--- src/sv/wcm_pkg.sv ---
`timescale 1ns / 1ps
package wcm_pkg;

   localparam int MAX_LEN = 255;
   localparam int PLEN_W  = $clog2(MAX_LEN + 1);
   localparam int TLEN_W  = $clog2(MAX_LEN + 2);

   localparam logic [PLEN_W-1:0] PLEN_FULL = PLEN_W'(MAX_LEN);
   localparam logic [TLEN_W-1:0] TLEN_LAST = TLEN_W'(MAX_LEN);
   localparam logic [TLEN_W-1:0] TLEN_OVER = TLEN_W'(MAX_LEN + 1);

   localparam logic [7:0] STAR_BYTE = 8'h2A;

   typedef enum logic [1:0] {
      OP_CLEAR   = 2'd0,
      OP_APPEND  = 2'd1,
      OP_TEXT    = 2'd2,
      OP_RESTART = 2'd3
   } op_type;

   // What a wave does to each cell it passes.
   typedef enum logic [2:0] {
      KIND_HOLD    = 3'd0,
      KIND_TEXT    = 3'd1,
      KIND_RESTART = 3'd2,
      KIND_APPEND  = 3'd3,
      KIND_CLEAR   = 3'd4
   } kind_type;

   typedef struct packed {
      logic       valid;
      kind_type   kind;
      logic [7:0] data;
      logic       new_bit;   // row bit at the cell's left edge, after this item
      logic       old_bit;   // same bit before this item
      logic       ovf;
      logic       too_long;
   } tok_type;

endpackage

--- src/sv/wcm_head.sv ---
`timescale 1ns / 1ps
module wcm_head
   import wcm_pkg::*;
(
   input  logic       clock,
   input  logic       reset,
   input  logic       take,
   input  logic       req_valid,
   input  logic [1:0] req_operation,
   input  logic [7:0] req_data_byte,
   output tok_type    tok_o
);

   logic [PLEN_W-1:0] plen_ff, plen_in;
   logic [TLEN_W-1:0] tlen_ff, tlen_in;
   logic              ovf_ff, ovf_in;
   logic              row0_ff, row0_in;

   always_comb begin
      plen_in = plen_ff;
      tlen_in = tlen_ff;
      ovf_in  = ovf_ff;
      row0_in = row0_ff;

      tok_o          = '0;
      tok_o.valid    = req_valid;
      tok_o.kind     = KIND_RESTART;
      tok_o.data     = req_data_byte;
      tok_o.new_bit  = 1'b1;
      tok_o.old_bit  = row0_ff;

      case (op_type'(req_operation))
         OP_CLEAR: begin
            plen_in    = '0;
            ovf_in     = 1'b0;
            tlen_in    = '0;
            row0_in    = 1'b1;
            tok_o.kind = KIND_CLEAR;
         end
         OP_APPEND: begin
            tlen_in = '0;
            row0_in = 1'b1;
            if (ovf_ff || plen_ff == PLEN_FULL) begin
               ovf_in = 1'b1;
            end else begin
               plen_in    = plen_ff + 1'b1;
               tok_o.kind = KIND_APPEND;
            end
         end
         OP_TEXT: begin
            tok_o.new_bit = 1'b0;
            if (tlen_ff > TLEN_LAST) begin
               tok_o.kind     = KIND_HOLD;
               tok_o.too_long = 1'b1;
            end else if (tlen_ff == TLEN_LAST) begin
               tlen_in        = TLEN_OVER;
               tok_o.kind     = KIND_HOLD;
               tok_o.too_long = 1'b1;
            end else begin
               tlen_in    = tlen_ff + 1'b1;
               row0_in    = 1'b0;
               tok_o.kind = KIND_TEXT;
            end
         end
         OP_RESTART: begin
            tlen_in = '0;
            row0_in = 1'b1;
         end
         default: begin
         end
      endcase

      tok_o.ovf = ovf_in;
   end

   always_ff @(posedge clock) begin
      if (reset) begin
         plen_ff <= '0;
         tlen_ff <= '0;
         ovf_ff  <= 1'b0;
         row0_ff <= 1'b1;
      end else if (take) begin
         plen_ff <= plen_in;
         tlen_ff <= tlen_in;
         ovf_ff  <= ovf_in;
         row0_ff <= row0_in;
      end
   end

endmodule

--- config.mk ---
export PLATFORM = sky130hd
export DESIGN_NAME = wcm_head
export DESIGN_NICKNAME = d
export VERILOG_FILES = /design/src/sv/wcm_pkg.sv /design/src/sv/wcm_head.sv
export SDC_FILE = /design/constraint.sdc
export NUM_CORES = 1
export LEC_CHECK = 0
export BUFFER_PORTS_ARGS = -buffer_cell sky130_fd_sc_hd__buf_2
export CAP_MARGIN = 20
export CORE_ASPECT_RATIO = 2
export CORE_MARGIN = 1.5
export CORE_UTILIZATION = 50
export CTS_CLUSTER_SIZE = 25
export DETAILED_ROUTE_END_ITERATION = 7
export PLACE_DENSITY = 0.84
export SYNTH_ARGS = -nofsm -noshare
export SYNTH_HDL_FRONTEND = slang
export SYNTH_SLANG_ARGS = --single-unit
--- constraint.sdc ---
create_clock -name clock -period 2.7 [get_ports clock]
set_input_delay 0.405 -clock clock [delete_from_list [all_inputs] [get_ports clock]]
set_output_delay 0.405 -clock clock [all_outputs]
set_load 0.02 [all_outputs]
======== After elaboration in Yosys (flattened, before gate mapping) ========
Index checks and enable logic that the tools add are counted.
operators by class
  bitwise gates (word level) .............. 0
  equal/unequal tests ..................... 8
  reductions and logical operators ........ 7
  shift operators ......................... 0
  multiply operators ...................... 0
  magnitude comparators ................... 1
  add/subtract/negate cells ............... 2
  divide/modulo/power cells ............... 0
  mux-type cells .......................... 18
operator list
  operator                                             number
  2-to-1 mux 9 bit                                     2
  one-hot mux 9 bit (2 select lines)                   1
  one-hot mux 8 bit (2 select lines)                   1
  2-to-1 mux 1 bit                                     10
  adder 9 x 1 -> 9 bit (second input constant)         1
  == test 9 x 8 -> 1 bit (second input constant)       1
  > comparator 9 x 8 -> 1 bit (second input constant)  1
  one-hot mux 3 bit (3 select lines)                   1
  adder 8 x 1 -> 8 bit (second input constant)         1
  == test 8 bit (second input constant)                1
  2-to-1 mux 8 bit                                     1
  != test 2 bit (second input constant)                3
  AND reduction 3 bit                                  2
  == test 2 bit (second input constant)                2
  one-hot mux 1 bit (2 select lines)                   2
  OR reduction 3 bit                                   1
  == test 2 x 1 -> 1 bit (second input constant)       1
  zero test 2 bit                                      1
  AND reduction 2 bit                                  1
  nonzero test 2 bit                                   1
  logical OR 1 bit                                     1
storage, ports and cells
  bits in latches ......................... 0
  memories ................................ 0
  output and inout bits ................... 16
  memory bits (writable) .................. 0
  register bits ........................... 19
  ROM bits ................................ 0

======== Depth between registers and ports, before layout ========
  depth in word-level cells ............... 4
  gate-level depth with buffers ........... 9

======== Worst setup path before layout ========
No wires, ideal clock.
  kind .................................... register to output
  start ................................... register tlen_ff[5]
  end ..................................... output port tok_o[12] in the netlist's numbering
  path buffers ............................ 1
  required time ........................... 2295 ps
  stages on the path, launching flop included .. 8
  arrival time ............................ 1581 ps
  path slack .............................. 714 ps
  cell sequence ........................... dfxtp_1 > and3_1 > buf_2 > nor2b_1 > ha_1 > nor3b_1 > nand2_1 > o21ai_0
RTL lines
  item                      RTL line        RTL
  start: declaration        wcm_head.sv:15  logic [TLEN_W-1:0] tlen_ff, tlen_in;
  start signal: assignment  wcm_head.sv:84  tlen_ff <= tlen_in;
  end: declaration          wcm_head.sv:11  output tok_type tok_o

==> results.py <==
metrics = {
    "run_status": {
        "status": "completed",
    },
    "clock_network": {
        "cts_tree": "built",
        "post_cts_resized": 0,
        "post_cts_buffers": 0,
        "clkLatencyLatePin_ns": 0.26,
        "clkTransAtPathRegs_ns": 0.07,
        "cts_sinks": 19,
        "clock-root-buffer": "clkbuf_8",
        "cts_hold_buf": 0,
        "clock_tree.buffer_depth": 2,
        "cts_made_buffers": 3,
        "htreeDepth": 1,
    },
    "critical_path": {
        "path_max_fanout": 4,
        "crit_slowest_cell": "nor3b_1",
        "r2r-start": "tlen_ff[5]",
        "max_stage_delay_ns": 0.38,
        "path_class": "flop to output port",
        "start_kind": "flop",
        "arrival_ns": 2.05,
        "rr_endpoint": "tlen_ff[6]",
        "end_kind": "output port",
        "r2r.worst_path.cells": 7,
        "crit_top_cell": "ha_1",
        "worstPathCellList": "ha_1, nand4_1, nor2b_1, ha_1, nor3b_1, nand2_1, o21ai_0, buf_2",
        "cp.required_ns": 2.30,
        "rrSetupSlack_ns": 0.52,
        "cp_top_family": "simple AND/OR/NAND/NOR gates",
        "crit_buf_inv": 1,
    },
    "sta": {
        "setup_viol": 0,
        "fin_crit_sh": 0.908,
        "hold_viol_final": 0,
        "worstMarginPinSlew_ns": 0.426,
        "slew_headroom": 0.715,
        "whs_ns": 0.479,
        "min_period_ns": 2.45,
        "setup_tns_ns": 0,
        "clock_skew_ns": 0.00456,
        "rsz0062_at_grt": "no",
        "fmax_mhz": 408,
        "slew_violations": 0,
    },
    "pwr": {
        "p_clk_frac": 0.362,
        "swShare": 0.252,
        "leakage_uw": 0.000459,
        "seqPwrFrac": 0.521,
        "switching_power_uw": 138,
        "ir_worst_vdd_mv": 0.257,
        "intPower_uw": 411,
        "powerDensity_nw_per_um2": 420,
        "power_frac_comb": 0.117,
    },
    "logic_synthesis": {
        "synth-xor-area-share": 0.0200,
        "synthSimpleGateAreaFrac": 0.292,
        "synthFlopType": "dfxtp_1",
        "synth_warnings": 0,
        "synthCells": 153,
        "synth_edf_count": 0,
        "syn_area_per_cell_um2": 8.57,
        "ys_seq_area_frac": 0.290,
        "yosys_register_bits": 19,
        "synthesis.nets": 170,
        "synth_top_family_by_area": "simple AND/OR/NAND/NOR gates",
        "synth_fa_ha_area_frac": 0.0286,
        "syn_area_um2": 1310,
        "synth.distinct_cells": 52,
        "synthMuxAreaShare": 0.0153,
        "async_reset_ff_frac": 0,
        "synth_compound_area_frac": 0.240,
    },
    "floorplanning": {
        "initial_utilization": 0.523,
        "core_area_um2": 2500,
        "dieWidth_um": 39.2,
        "die_h_um": 75.4,
        "die_area_um2": 2960,
        "rows": 26,
        "io_pins": 30,
    },
    "cells_and_area": {
        "drive_gt1_frac": 0.149,
        "area_growth_pct": -0.191,
        "final_cells": 176,
        "nFillCells": 238,
        "num-nets-final": 166,
        "antenna_cells": 0,
    },
    "job": {
        "maxCapViolCount": 0,
    },
    "placed_design": {
        "io_buffers": 11,
        "hpwlAfterDp_um": 2190,
        "place_congestion": 0.919,
        "dp.cells": 172,
    },
    "drt": {
        "wirelength_um": 2880,
        "drc": 0,
        "wire_per_inst_um": 16.4,
        "antenna_left": 0,
        "via_per_inst": 6.36,
        "first_iter_violations": 52,
        "dr.pass1.iters": 4,
        "via_count": 1119,
    },
    "hold_path": {
        "min-delay-start": "tlen_ff[7]",
        "hold_depth": 2,
        "hold_path_class": "flop to flop",
        "min_to": "tlen_ff[7]",
    },
    "grt": {
        "grt_max_degree": 16,
        "grt_pass1_vias": 1097,
        "grt_pass1_wl_um": 4660,
        "antenna_found_initial": 0,
        "grt.overflow.total": 0,
        "grt_use_total": 0.219,
    },
}
[cell usage in the layout, fill, tap and decap left out, types with 3 or more instances in the layout]
cell type / count
nand2b_1: 8
clkbuf_8: 3
buf_2: 11
xnor2_1: 3
a211oi_1: 6
nand3_1: 6
inv_1: 3
ha_1: 3
dfxtp_1: 19
and3_1: 5
nor2_1: 9
a21oi_1: 3
a31oi_1: 4
nand2_1: 11
nand4_1: 4
[worst register-to-register path: stages (launching register included)]
cell and delay [ns]:
dfxtp_1 0.40, and3_1 0.35, nor2b_1 0.19, ha_1 0.22, or3b_1 0.30, a21oi_1 0.16
and2_1 0.18, o32a_1 0.27
[state kept, by name, summed over array words and instances (netlist names)]
name and cells:
ovf_ff 1, tlen_ff 9, row0_ff 1, plen_ff 8
[power groups by stage]
stage / sequential, µW / combinational, µW / clock, µW
after CTS: 286 / 63.7 / 204
final: 286 / 64.3 / 199
after global routing: 286 / 68.7 / 212
after floorplan: 292 / 68.8 / 0
after global placement: 292 / 61.0 / 0
after detailed placement: 292 / 63.6 / 0
[layout make-up]
type	instances	area, µm²	share of cell area
Multi-Input combinational cell	111	782	0.598
Sequential cell	19	380	0.291
Timing Repair Buffer	11	55.1	0.0421
Clock buffer	4	45.0	0.0344
Tap cell	28	35.0	0.0268
Inverter	3	11.3	0.00860
[per-stage QoR]
step                cell area, µm²   util  setup slack [ns]  power (µW)
CTS                           1310  0.522             0.266         553
global placement              1260  0.504             0.629         353
global route                  1310  0.522             0.112         567
floorplan                     1310      -             0.714         361
finish                        1310  0.522             0.250         549
detailed placement            1260  0.504             0.549         356
[logic make-up after synthesis]
family                     Yosys count
DFF                                 19
buffers and inverters               23
xor gates and xnor gates             3
adders and majority gates            3
AOI/OAI and AO/OA                   38
muxes                                2
and+or+nand+nor                     65
[routing by layer]
metal	GRT usage	up-vias	routed length, µm
met2	0.437	24	1670
li1	-	550	-
met3	0.0379	7	76
met1	0.209	538	1080
met4	0.0690	0	52
met5	0	-	0
[how the worst max path moves through the flow]
stage,start,endpoint,slack [ns],depth (start not counted)
finish,tlen_ff[0],tok_o[12],0.25,8
global route,tlen_ff[0],tok_o[12],0.11,8
CTS,tlen_ff[0],tok_o[12],0.27,8
detailed placement,tlen_ff[0],tok_o[12],0.55,8
global placement,tlen_ff[0],tok_o[12],0.63,8
floorplan,tlen_ff[5],tok_o[12],0.71,7
[synthesized netlist by cell type, types with 3 or more instances]
master    count  share of area
ha_1          3          0.029
a31oi_1       4          0.019
nand3_1       6          0.023
dfxtp_1      19           0.29
inv_1         3         0.0086
nand4_1       4          0.019
nor2_1        9          0.026
a21oi_1       3          0.011
nand2b_1      8          0.038
buf_4        13          0.074
nand2_1      11          0.031
and3_1        5          0.024
a211oi_1      6          0.034
xnor2_1       3          0.020
clkbuf_1      3         0.0086
Power figures use the tool's default switching activity.
