**src/sv/wcm_pkg.sv**
```systemverilog
`timescale 1ns / 1ps
package wcm_pkg;

   localparam int MAX_LEN = 255;
   localparam int PLEN_W  = $clog2(MAX_LEN + 1);
   localparam int TLEN_W  = $clog2(MAX_LEN + 2);

   localparam logic [PLEN_W-1:0] PLEN_FULL = PLEN_W'(MAX_LEN);
   localparam logic [TLEN_W-1:0] TLEN_LAST = TLEN_W'(MAX_LEN);
   localparam logic [TLEN_W-1:0] TLEN_OVER = TLEN_W'(MAX_LEN + 1);

   localparam logic [7:0] STAR_BYTE = 8'h2A;

   typedef enum logic [1:0] {
      OP_CLEAR   = 2'd0,
      OP_APPEND  = 2'd1,
      OP_TEXT    = 2'd2,
      OP_RESTART = 2'd3
   } op_type;

   // What a wave does to each cell it passes.
   typedef enum logic [2:0] {
      KIND_HOLD    = 3'd0,
      KIND_TEXT    = 3'd1,
      KIND_RESTART = 3'd2,
      KIND_APPEND  = 3'd3,
      KIND_CLEAR   = 3'd4
   } kind_type;

   typedef struct packed {
      logic       valid;
      kind_type   kind;
      logic [7:0] data;
      logic       new_bit;   // row bit at the cell's left edge, after this item
      logic       old_bit;   // same bit before this item
      logic       ovf;
      logic       too_long;
   } tok_type;

endpackage

```
**src/sv/wcm_cell.sv**
```systemverilog
`timescale 1ns / 1ps
module wcm_cell
   import wcm_pkg::*;
(
   input  logic    clock,
   input  logic    reset,
   input  logic    adv,
   input  tok_type tok_i,
   output tok_type tok_o
);

   tok_type    out_ff, out_in;
   logic       active_ff, active_in;
   logic [7:0] pat_ff, pat_in;
   logic       r_ff, r_in;
   logic       take;

   assign take  = adv & tok_i.valid;
   assign tok_o = out_ff;

   always_comb begin
      out_in         = tok_i;
      out_in.old_bit = r_ff;
      active_in      = active_ff;
      pat_in         = pat_ff;
      r_in           = r_ff;
      case (tok_i.kind)
         KIND_TEXT: begin
            if (active_ff) begin
               if (pat_ff == STAR_BYTE) begin
                  out_in.new_bit = tok_i.new_bit | r_ff;
               end else begin
                  out_in.new_bit = tok_i.old_bit & (pat_ff == tok_i.data);
               end
               r_in = out_in.new_bit;
            end
         end
         KIND_RESTART: begin
            if (active_ff) begin
               out_in.new_bit = tok_i.new_bit & (pat_ff == STAR_BYTE);
               r_in           = out_in.new_bit;
            end
         end
         KIND_APPEND: begin
            if (active_ff) begin
               out_in.new_bit = tok_i.new_bit & (pat_ff == STAR_BYTE);
               r_in           = out_in.new_bit;
            end else begin
               // first free cell: capture the byte, then act as a restart
               pat_in         = tok_i.data;
               active_in      = 1'b1;
               out_in.new_bit = tok_i.new_bit & (tok_i.data == STAR_BYTE);
               r_in           = out_in.new_bit;
               out_in.kind    = KIND_RESTART;
            end
         end
         KIND_CLEAR: begin
            active_in = 1'b0;
         end
         default: begin
         end
      endcase
   end

   always_ff @(posedge clock) begin
      if (reset) begin
         out_ff    <= '0;
         active_ff <= 1'b0;
      end else if (adv) begin
         out_ff <= out_in;
         if (tok_i.valid) begin
            active_ff <= active_in;
         end
      end
   end

   always_ff @(posedge clock) begin
      if (take) begin
         pat_ff <= pat_in;
         r_ff   <= r_in;
      end
   end

endmodule

```
**config.mk**
```make
export PLATFORM = sky130hd
export DESIGN_NAME = wcm_cell
export DESIGN_NICKNAME = d
export VERILOG_FILES = /design/src/sv/wcm_pkg.sv /design/src/sv/wcm_cell.sv
export SDC_FILE = /design/constraint.sdc
export NUM_CORES = 1
export LEC_CHECK = 0
export BUFFER_PORTS_ARGS = -buffer_cell sky130_fd_sc_hd__clkbuf_2
export CORE_AREA = 2 2 70 72
export DETAILED_ROUTE_END_ITERATION = 16
export DIE_AREA = 0 0 72 74
export GPL_TIMING_DRIVEN = 0
export MAX_ROUTING_LAYER = met4
export SLEW_MARGIN = 15
export SYNTH_ARGS = -nofsm -noshare
export SYNTH_HDL_FRONTEND = slang
export SYNTH_SLANG_ARGS = --single-unit
```
**constraint.sdc**
```tcl
create_clock -name clock -period 3 [get_ports clock]
set_clock_uncertainty 0.2 [all_clocks]
set_input_delay 0.3 -clock clock [delete_from_list [all_inputs] [get_ports clock]]
set_output_delay 0.3 -clock clock [all_outputs]
set_load 0.01 [all_outputs]
```
-- Word-level counts from Yosys, hierarchy flattened
Index checks and enable logic that the tools add are counted.
- register bits after elaboration: 26
- word-level logic and storage cells: 41
- input port bits: 19
- output and inout port bits: 16
- equality and inequality tests: 9
- bitwise operators: 6
- muxes and demuxes: 11
- reduce and logical (&&, ||, !) cells: 5
- operator list (kind ; number):
    8-bit by 6-bit equality test with 1-bit output, second input constant ; 2
    8-bit equality test ; 1
    3-bit by 2-bit equality test with 1-bit output, second input constant ; 2
    1-bit 2-to-1 mux ; 6
    3-bit 2-to-1 mux ; 2
    1-bit case mux with 3 select lines ; 2
    3-bit AND reduction ; 2
    1-bit bitwise AND ; 4
    2-bit inequality test, second input constant ; 2
    4-bit AND reduction ; 1
    3-bit by 1-bit equality test with 1-bit output, second input constant ; 1
    3-bit equality test, second input constant ; 1
    3-bit nonzero test ; 1
    1-bit case mux with 2 select lines ; 1
    2-bit nonzero test ; 1
    1-bit inverter ; 1
    1-bit OR ; 1

-- Depth between registers and ports, before layout
Gate-level depths: netlist (run 1).
- depth after elaboration: 5
- mapped depth: 6
- mapped depth without buffers: 5

-- Worst setup path before layout (run 1)
No wires, ideal clock.
- path kind: input port to flip-flop
- start: input port adv
- end: register pat_ff[0] (enable)
- stages on the path: 3
- path buffers: 1
- arrival time: 1.245 ns
- setup slack: 1.172 ns
- library setup time: 0.383 ns
- data required time: 2.417 ns
- cell sequence: buf_2 > nand2_1 > nor3_1
- word-level cells in the longest chain between the ends: 2
- ends and longest elaborated chain (item ; RTL line ; RTL):
    start: declaration ; wcm_cell.sv:7 ; input logic adv,
    1-bit bitwise AND ; wcm_cell.sv:18 ; assign take = adv & tok_i.valid;
    3-bit AND reduction (no source line) ; -- ;
    end signal: assignment ; wcm_cell.sv:79 ; pat_ff <= pat_in;
    end: declaration ; wcm_cell.sv:14 ; logic [7:0] pat_ff, pat_in;
No other way between the ends.
A chain may end at the register's enable or synchronous reset.

-- Worst setup path in the final report (run 1)
- start: input port adv
- end: register pat_ff[7] (enable)
Same word-level chain as after synthesis.

==> results.cfg, run 1 <==
[sta]
max_freq_ghz = 0.503
post-route-min-period_ns = 1.99
worst_slack_ns = 1.01
fin_crit_sh_pct = 66.3
hold_viol = 0
slew_violations = 0
worstMarginPinSlew_ns = 1.06
rsz0062_at_grt = false
slew_headroom_pct = 28.5
final.setup.tns_ns = 0
setup_viol = 0

[critical_path]
startpoint_type = primary input
setup.worst_path.end_class = register
worst_ep_arrival_time_ns = 1.68
crit_type = primary input to register
path_max_fanout = 10
critPathRequiredTime_ns = 2.69

[drt]
route.detailed.drc = 0
first_pass_iters = 4
wirelength_um = 2610
ant_nets = 0
vias = 952
vias_per_cell = 4.64
wl_per_cell_um = 12.7
drtIter0Drc = 20

[synthesis]
yosysWarnings = 0
avgSynthCellArea_um2 = 10.6
syn_area_mm2 = 0.00122
synthCells = 115
synth_top_area_share_pct = 27.8
yosysUniqueCellTypes = 32
synth_area_leaders = dfxtp_1, edfxtp_1, mux2i_1
yosysSeqAreaShare_pct = 49.9
yosys.area.top_type = dfxtp_1
syn_nets = 134
ys_seq_elements = 26

[cts]
cts_hold_buf = 0
numCtsBuffers = 3
h-tree-depth = 1
post-cts-setup-buffers = 0
post_cts_resized = 0
clock-sinks = 26
clk_path_buf_depth = 2
clock_latency_ns = 0.26
tritoncts = built
clk_pin_slew_ns = 0.09
clockRootBuffer = clkbuf_8

[pwr]
vdd_drop_max_v = 0.000176
p_leak_uw = 0.000604
powerDensity_mw_per_mm2 = 455
total_power_uw = 680

[floorplan]
dieArea_mm2 = 0.00533
die_h_um = 74
io_pins = 35
start_util_pct = 26.6
core_area_mm2 = 0.00460
die_w_um = 72
std_cell_rows = 25

[place]
place_congestion = 0.783
port_buffers = 32
placed_area_mm2 = 0.00145
dp_cells = 201
dp_hpwl_um = 2040
place_ws_ns = 0.692

[status]
status = complete, no violations

[global_routing]
grt_max_degree = 15
antenna_found_initial = 0
grt_pass1_wl_um = 4490
grt_usage_pct = 10.8
grt_pass1_vias = 908
grt_overflow = 0

[finish]
fin_area_mm2 = 0.00150
final_cell_count_no_fill = 205
final_layout_size_suffix_gt1_share_pct = 31.1
fillers = 468
areaGrowthSynthToFinish_pct = 22.3
final_net_count = 171
n_antenna_cell = 0

[run]
maxCapViolCount = 0

[worst_hold_path]
hold_path_class = primary input to register
==> final cells by class <==
type	instances	area (um^2)	share of cell area (%)
buffer	6	33.8	2.26
clock buffer	4	45.0	3.01
multi-input combinational	83	579	38.7
sequential	26	611	40.8
tap	54	67.6	4.52
timing repair buffer	32	160	10.7
==> placed cells by master (no fill, tap or decap), drive strengths merged, types with 2 or more instances in the layout <==
cell     n
a21oi    5
buf      4
clkbuf  38
dfxtp   17
edfxtp   9
mux2i   13
nand2    7
nand2b   4
nand3    4
nor2    19
nor2b    2
nor3     4
nor4b    3
o21ai    3
xnor2    8
==> per-layer routing <==
metal | up-vias | track usage (%) | routed length, um
li1 | 482 | - | -
met1 | 453 | 15.3 | 1270
met2 | 15 | 16.5 | 1280
met3 | 2 | 0.407 | 39
met4 | 0 | 4.40 | 27
met5 | - | - | 0
==> worst paths after layout <==
kind,startpoint,end,slack [ns],cells after the start
hold / removal,tok_i[0],tok_o[0],0.07,3
setup reg to reg,active_ff,pat_ff[7],1.12,2
hold reg to reg,tok_o[12],tok_o[12],0.27,2
setup / recovery,adv,pat_ff[7],1.01,4
==> cell families (layout without fill, tap and decap cells) <==
group,Yosys count,in the layout,share of synthesized area [%]
and+or+nand+nor,47,47,21.5
DFF,26,26,49.9
AOI/OAI and AO/OA,15,15,9.51
muxes,13,13,10.6
xor gates and xnor gates,8,8,5.73
buffers and inverters,6,42,2.76
==> power breakdown <==
part	switching [uW]	leakage [uW]	internal, uW	total [uW]
clock	104	0.0000228	94.9	199
combinational	53.5	0.000360	43.2	96.6
sequential	6.96	0.000222	378	385
total	164	0.000604	516	680
==> synthesized netlist by cell type <==
cell       n
nand3b_1   1
clkbuf_1   2
nand4_1    1
a311o_1    1
a21o_1     1
o21ai_0    2
buf_6      1
nor2b_1    1
buf_2      3
nand2_2    1
a41oi_1    1
mux2i_1   13
nor4b_4    1
nor3_1     4
and4bb_2   1
nor4bb_1   1
nor2b_4    1
a211oi_1   1
nor2_1    19
dfxtp_1   17
nand3_1    4
nand2_1    6
o21ai_2    1
a21oi_2    2
a311oi_2   1
nor4b_1    2
xnor2_1    8
nand2b_1   4
edfxtp_1   9
o211ai_1   1
a21oi_1    3
o31a_1     1
==> sequential cells by signal (all words and copies together), names as in the netlist <==
register   count
tok_o         16
pat_ff         8
r_ff           1
active_ff      1
==> per-stage QoR <==
stage | hold slack [ns] | utilization, %
global route | 0.0659 | 32.5
finish | 0.0702 | 32.5
detailed placement | 0.268 | 31.6
CTS | 0.0643 | 32.5
global placement | 0.259 | 31.6
floorplan | 0.199 | -
==> critical path: stages <==
cell and delay, ns:
clkbuf_2 0.09, buf_2 0.28, nand2_1 0.16, nor3_1 0.84
Note: power is estimated with default switching activity, not from simulation.
==> inputs of run 2 (changes only) <==
==> constraint.sdc (replaced) <==
create_clock -name clock -period 1.62 [get_ports clock]
set_clock_uncertainty 0.2 [all_clocks]
set_input_delay 0.162 -clock clock [delete_from_list [all_inputs] [get_ports clock]]
set_output_delay 0.162 -clock clock [all_outputs]
set_load 0.01 [all_outputs]
==> run 2 against run 1 <==
Net effect: worst setup slack worse by 1.0 ns; cell count is 5.4% higher; global-route usage grew 0.71 points; count of clock-buffer cells in the layout decreased by 1; first-iteration DRC count increased by 35%; highest routed layer unchanged.
==> results.cfg, run 2 (synthesis gave the netlist of run 1 again) <==
[place]
dp_cells = 201
placed_area_mm2 = 0.00146
dp_hpwl_um = 1990
port_buffers = 32
place_congestion = 0.739

[critical_path]
setup.worst_path.end_class = register
critPathRequiredTime_ns = 1.46
reg2regPathDepth = 3
crit_type = register to register
worst_ep_arrival_time_ns = 1.44
path_max_fanout = 4
r2r-start = pat_ff[7]
r2r_slack_ns = 0.02
startpoint_type = register
worstReg2RegEnd = r_ff
crit_start = pat_ff[7]

[cts]
h-tree-depth = 1
clk_pin_slew_ns = 0.09
clock-sinks = 26
clock_latency_ns = 0.28
tritoncts = built
post-cts-setup-buffers = 0
clk_path_buf_depth = 2
numCtsBuffers = 3
clockRootBuffer = clkbuf_8

[pwr]
p_leak_uw = 0.000664
total_power_uw = 1460
powerDensity_mw_per_mm2 = 887
vdd_drop_max_v = 0.000413

[drt]
vias_per_cell = 4.70
route.detailed.drc = 0
wl_per_cell_um = 13.2
ant_nets = 0
drtIter0Drc = 27
vias = 1016
wirelength_um = 2860
first_pass_iters = 4

[floorplan]
start_util_pct = 26.6
die_h_um = 74
dieArea_mm2 = 0.00533
io_pins = 35
die_w_um = 72
core_area_mm2 = 0.00460
std_cell_rows = 25

[finish]
fillers = 448
largest_register_ffs = 16
final_cell_mix = clkbuf_2, nor2_1, dfxtp_1, mux2i_1, dlygate4sd3_1
finish.utilization_pct = 35.9
final_cell_count_no_fill = 216
final_net_count = 182
areaGrowthSynthToFinish_pct = 34.8
layout_commonest_cell = clkbuf_2
final_layout_size_suffix_gt1_share_pct = 30.9
n_antenna_cell = 0
fin_area_mm2 = 0.00165

[sta]
slew_violations = 0
post-route-min-period_ns = 1.60
rsz0062_at_grt = true
setup_viol = 0
timing.hold.ws_ns = 0.000156
fin_crit_sh_pct = 99.0
hold_viol = 0
slew_headroom_pct = 69.6
worstMarginPinSlew_ns = 0.456
max_freq_ghz = 0.623

[worst_hold_path]
hold_path_depth = 3
holdPathEnd = tok_o[7]
min_from = tok_i[7]
hold_path_class = primary input to register

[global_routing]
grt_util_met2_pct = 18.5
grt_pass1_wl_um = 4570
use_met3_pct = 1.22
grt_overflow = 0
antenna_found_initial = 0
grt_max_degree = 16
grt_usage_pct = 11.5
grt_pass1_vias = 999
top_usage_layer = met2
grtUsageMet1_pct = 13.8

[run]
maxCapViolCount = 0

[status]
status = complete, no violations
run 2: cell count changes in the layout (fill, tap and decap cells not counted):
| cell | change |
|---|---|
| bufinv_16 | +1 |
| nor3_1 | -2 |
| nor3_2 | +1 |
| clkbuf_1 | -1 |
| nor3_4 | +1 |
| dlygate4sd3_1 | +11 |
run 2: worst max path at each step:
stage / slack, ns / depth (start not counted) / endpoint
3_5_place_dp: -0.22 / 4 / pat_ff[4]
3_3_place_gp: -0.21 / 4 / pat_ff[4]
6_report: 0.02 / 3 / r_ff
2_1_floorplan: 0.08 / 3 / r_ff
4_1_cts: 0.003 / 3 / r_ff
5_1_grt: -0.06 / 5 / tok_o[3]
run 2: metrics by stage:
step	TNS, ns	setup slack [ns]
after global placement	-1.71	-0.214
after floorplan	0	0.0816
after detailed placement	-1.72	-0.215
final	0	0.0159
after global routing	-0.110	-0.0600
after CTS	0	0.00257
run 2: worst max-delay path, stage by stage, from the launching register on:
cell and delay [ns]:
edfxtp_1 0.45, nor4b_4 0.33, nand2_2 0.12, a311o_1 0.27
run 2: metal layers:
metal | share of wire, % | vias up
li1 | - | 503
met1 | 45 | 491
met2 | 50 | 17
met3 | 1.6 | 5
met4 | 2.7 | 0
met5 | 0 | -
run 2: area by class of cell:
cell class,instances,area (um^2),area share [%]
multi-input cells,83,596,36.1
clock buffers,3,41.3,2.50
plain buffers,6,33.8,2.05
clock inverters,1,30.0,1.82
repair buffers,43,270,16.4
well taps,54,67.6,4.10
flip-flops and latches,26,611,37.0
run 2: power breakdown:
group          total [uW]  internal [uW]  switching, uW
Combinational         204           97.7            107
Sequential            713            700           13.0
Clock                 545            331            214
run 2: what timing repair did:
action | 4_1_cts | 5_1_grt
endpoints found under the hold margin | 12 | 0
setup endpoints to repair | 0 | 10
gates resized for setup | 0 | 2
hold buffers | 11 | 0
==> inputs of run 3 (changes only) <==
--- a/config.mk
+++ b/config.mk
@@ -11,6 +11,7 @@
 export DIE_AREA = 0 0 72 74
 export GPL_TIMING_DRIVEN = 0
 export MAX_ROUTING_LAYER = met4
+export PLACE_DENSITY = 0.52
 export SLEW_MARGIN = 15
 export SYNTH_ARGS = -nofsm -noshare
 export SYNTH_HDL_FRONTEND = slang
==> run 3 against run 2 <==
Net effect: via count shrank 0.98%; cell count did not move; die area unchanged; combinational power hardly changed; power fell by 0.77%; critical path depth is the same; maximum frequency decreased by 2.0%; flip-flop and latch count is the same; hold slack improved by 0.0068 ns; the flow now finishes with violations (negative setup slack); first-iteration DRC count decreased by 59%; register-to-register slack worse by 0.03 ns.
==> results.cfg, run 3 (synthesis gave the netlist of run 1 again) <==
[cts]
h-tree-depth = 1
clock_latency_ns = 0.27
clock-sinks = 26
numCtsBuffers = 3
clk_pin_slew_ns = 0.09
post-cts-setup-buffers = 0
tritoncts = built
clockRootBuffer = clkbuf_8
clk_path_buf_depth = 2

[critical_path]
crit_type = register to register
path_max_fanout = 4
r2r-start = pat_ff[7]
crit_start = pat_ff[7]
setup.worst_path.end_class = register
reg2regPathDepth = 3
critPathRequiredTime_ns = 1.44
worst_ep_arrival_time_ns = 1.46
startpoint_type = register
r2r_slack_ns = -0.02
worstReg2RegEnd = r_ff

[floorplan]
std_cell_rows = 25
core_area_mm2 = 0.00460
io_pins = 35
die_w_um = 72
start_util_pct = 26.6
die_h_um = 74
dieArea_mm2 = 0.00533

[sta]
hold_viol = 0
worst_slack_ns = -0.0167
worstMarginPinSlew_ns = 0.453
slew_violations = 0
final.setup.tns_ns = -0.0167
post-route-min-period_ns = 1.64
max_freq_ghz = 0.611
fin_crit_sh_pct = 101
setup_viol = 1
rsz0062_at_grt = true
timing.hold.ws_ns = 0.00691
slew_headroom_pct = 69.8

[worst_hold_path]
min_from = tok_i[4]
hold_path_class = primary input to register
hold_path_depth = 3
holdPathEnd = tok_o[4]

[drt]
first_pass_iters = 4
drtIter0Drc = 11
wl_per_cell_um = 12.7
route.detailed.drc = 0
ant_nets = 0
wirelength_um = 2750
vias = 1006
vias_per_cell = 4.66

[status]
status = complete, but fails checks
failed_checks = negative setup slack

[finish]
areaGrowthSynthToFinish_pct = 35.3
largest_register_ffs = 16
final_net_count = 182
final_cell_mix = clkbuf_2, nor2_1, dfxtp_1, mux2i_1, dlygate4sd3_1
n_antenna_cell = 0
final_layout_size_suffix_gt1_share_pct = 30.9
layout_commonest_cell = clkbuf_2
fin_area_mm2 = 0.00166

[place]
placed_area_mm2 = 0.00146
port_buffers = 32
place_congestion = 0.716
place_ws_ns = -0.218
dp_hpwl_um = 2040

[global_routing]
grt_pass1_vias = 939
grt_usage_pct = 10.8
grt_pass1_wl_um = 4310
grt_overflow = 0
antenna_found_initial = 0
grt_max_degree = 16

[pwr]
powerDensity_mw_per_mm2 = 877
p_leak_uw = 0.000675
vdd_drop_max_v = 0.000452
total_power_uw = 1450

[run]
maxCapViolCount = 0
-- run 3: cell types whose count changed in the layout (fill, tap and decap cells not counted) --
cell / before / now
nor3_4: 1 / 2
nor3_2: 1 / 0
-- run 3: how the worst max path moves through the flow --
stage | end | slack (ns)
after floorplan | r_ff | 0.08
after global placement | pat_ff[6] | -0.19
after detailed placement | pat_ff[3] | -0.22
after CTS | r_ff | -0.01
after global routing | r_ff | -0.05
final | r_ff | -0.02
-- run 3: power by group --
part           internal (uW)  total (uW)  switching, uW
Combinational           97.7         202            105
Clock                    331         536            205
Sequential               700         713           13.3
-- run 3: layer usage --
layer / vias up / GRT usage, % / part of all wire (%)
li1: 507 / - / -
met3: 4 / 1.22 / 1.4
met1: 480 / 13.0 / 44
met5: - / - / 0
met2: 15 / 18.1 / 53
met4: 0 / 5.03 / 1.7
-- run 3: stage by stage --
step                util [%]  cells
CTS                     35.7    216
global placement        31.7    201
finish                  36.0    216
floorplan                  -    115
detailed placement      31.7    201
global route            36.0    216
-- run 3: cell type report --
cell class              instances  area [um^2]
multi-input cells              83          602
well taps                      54         67.6
fillers                       462         2940
repair buffers                 43          270
clock inverters                 1         30.0
clock buffers                   3         41.3
plain buffers                   6         33.8
flip-flops and latches         26          611
-- run 3: what timing repair did --
action | 4_1_cts | 5_1_grt
endpoints found under the setup margin | 1 | 10
gates resized for setup | 1 | 2
endpoints found under the hold margin | 13 | 0
hold buffers | 11 | 0
-- run 3: critical path, cell delays in order, from the launching register on --
cell,delay [ns]
edfxtp_1,0.46
nor4b_4,0.33
nand2_2,0.11
a311o_1,0.29
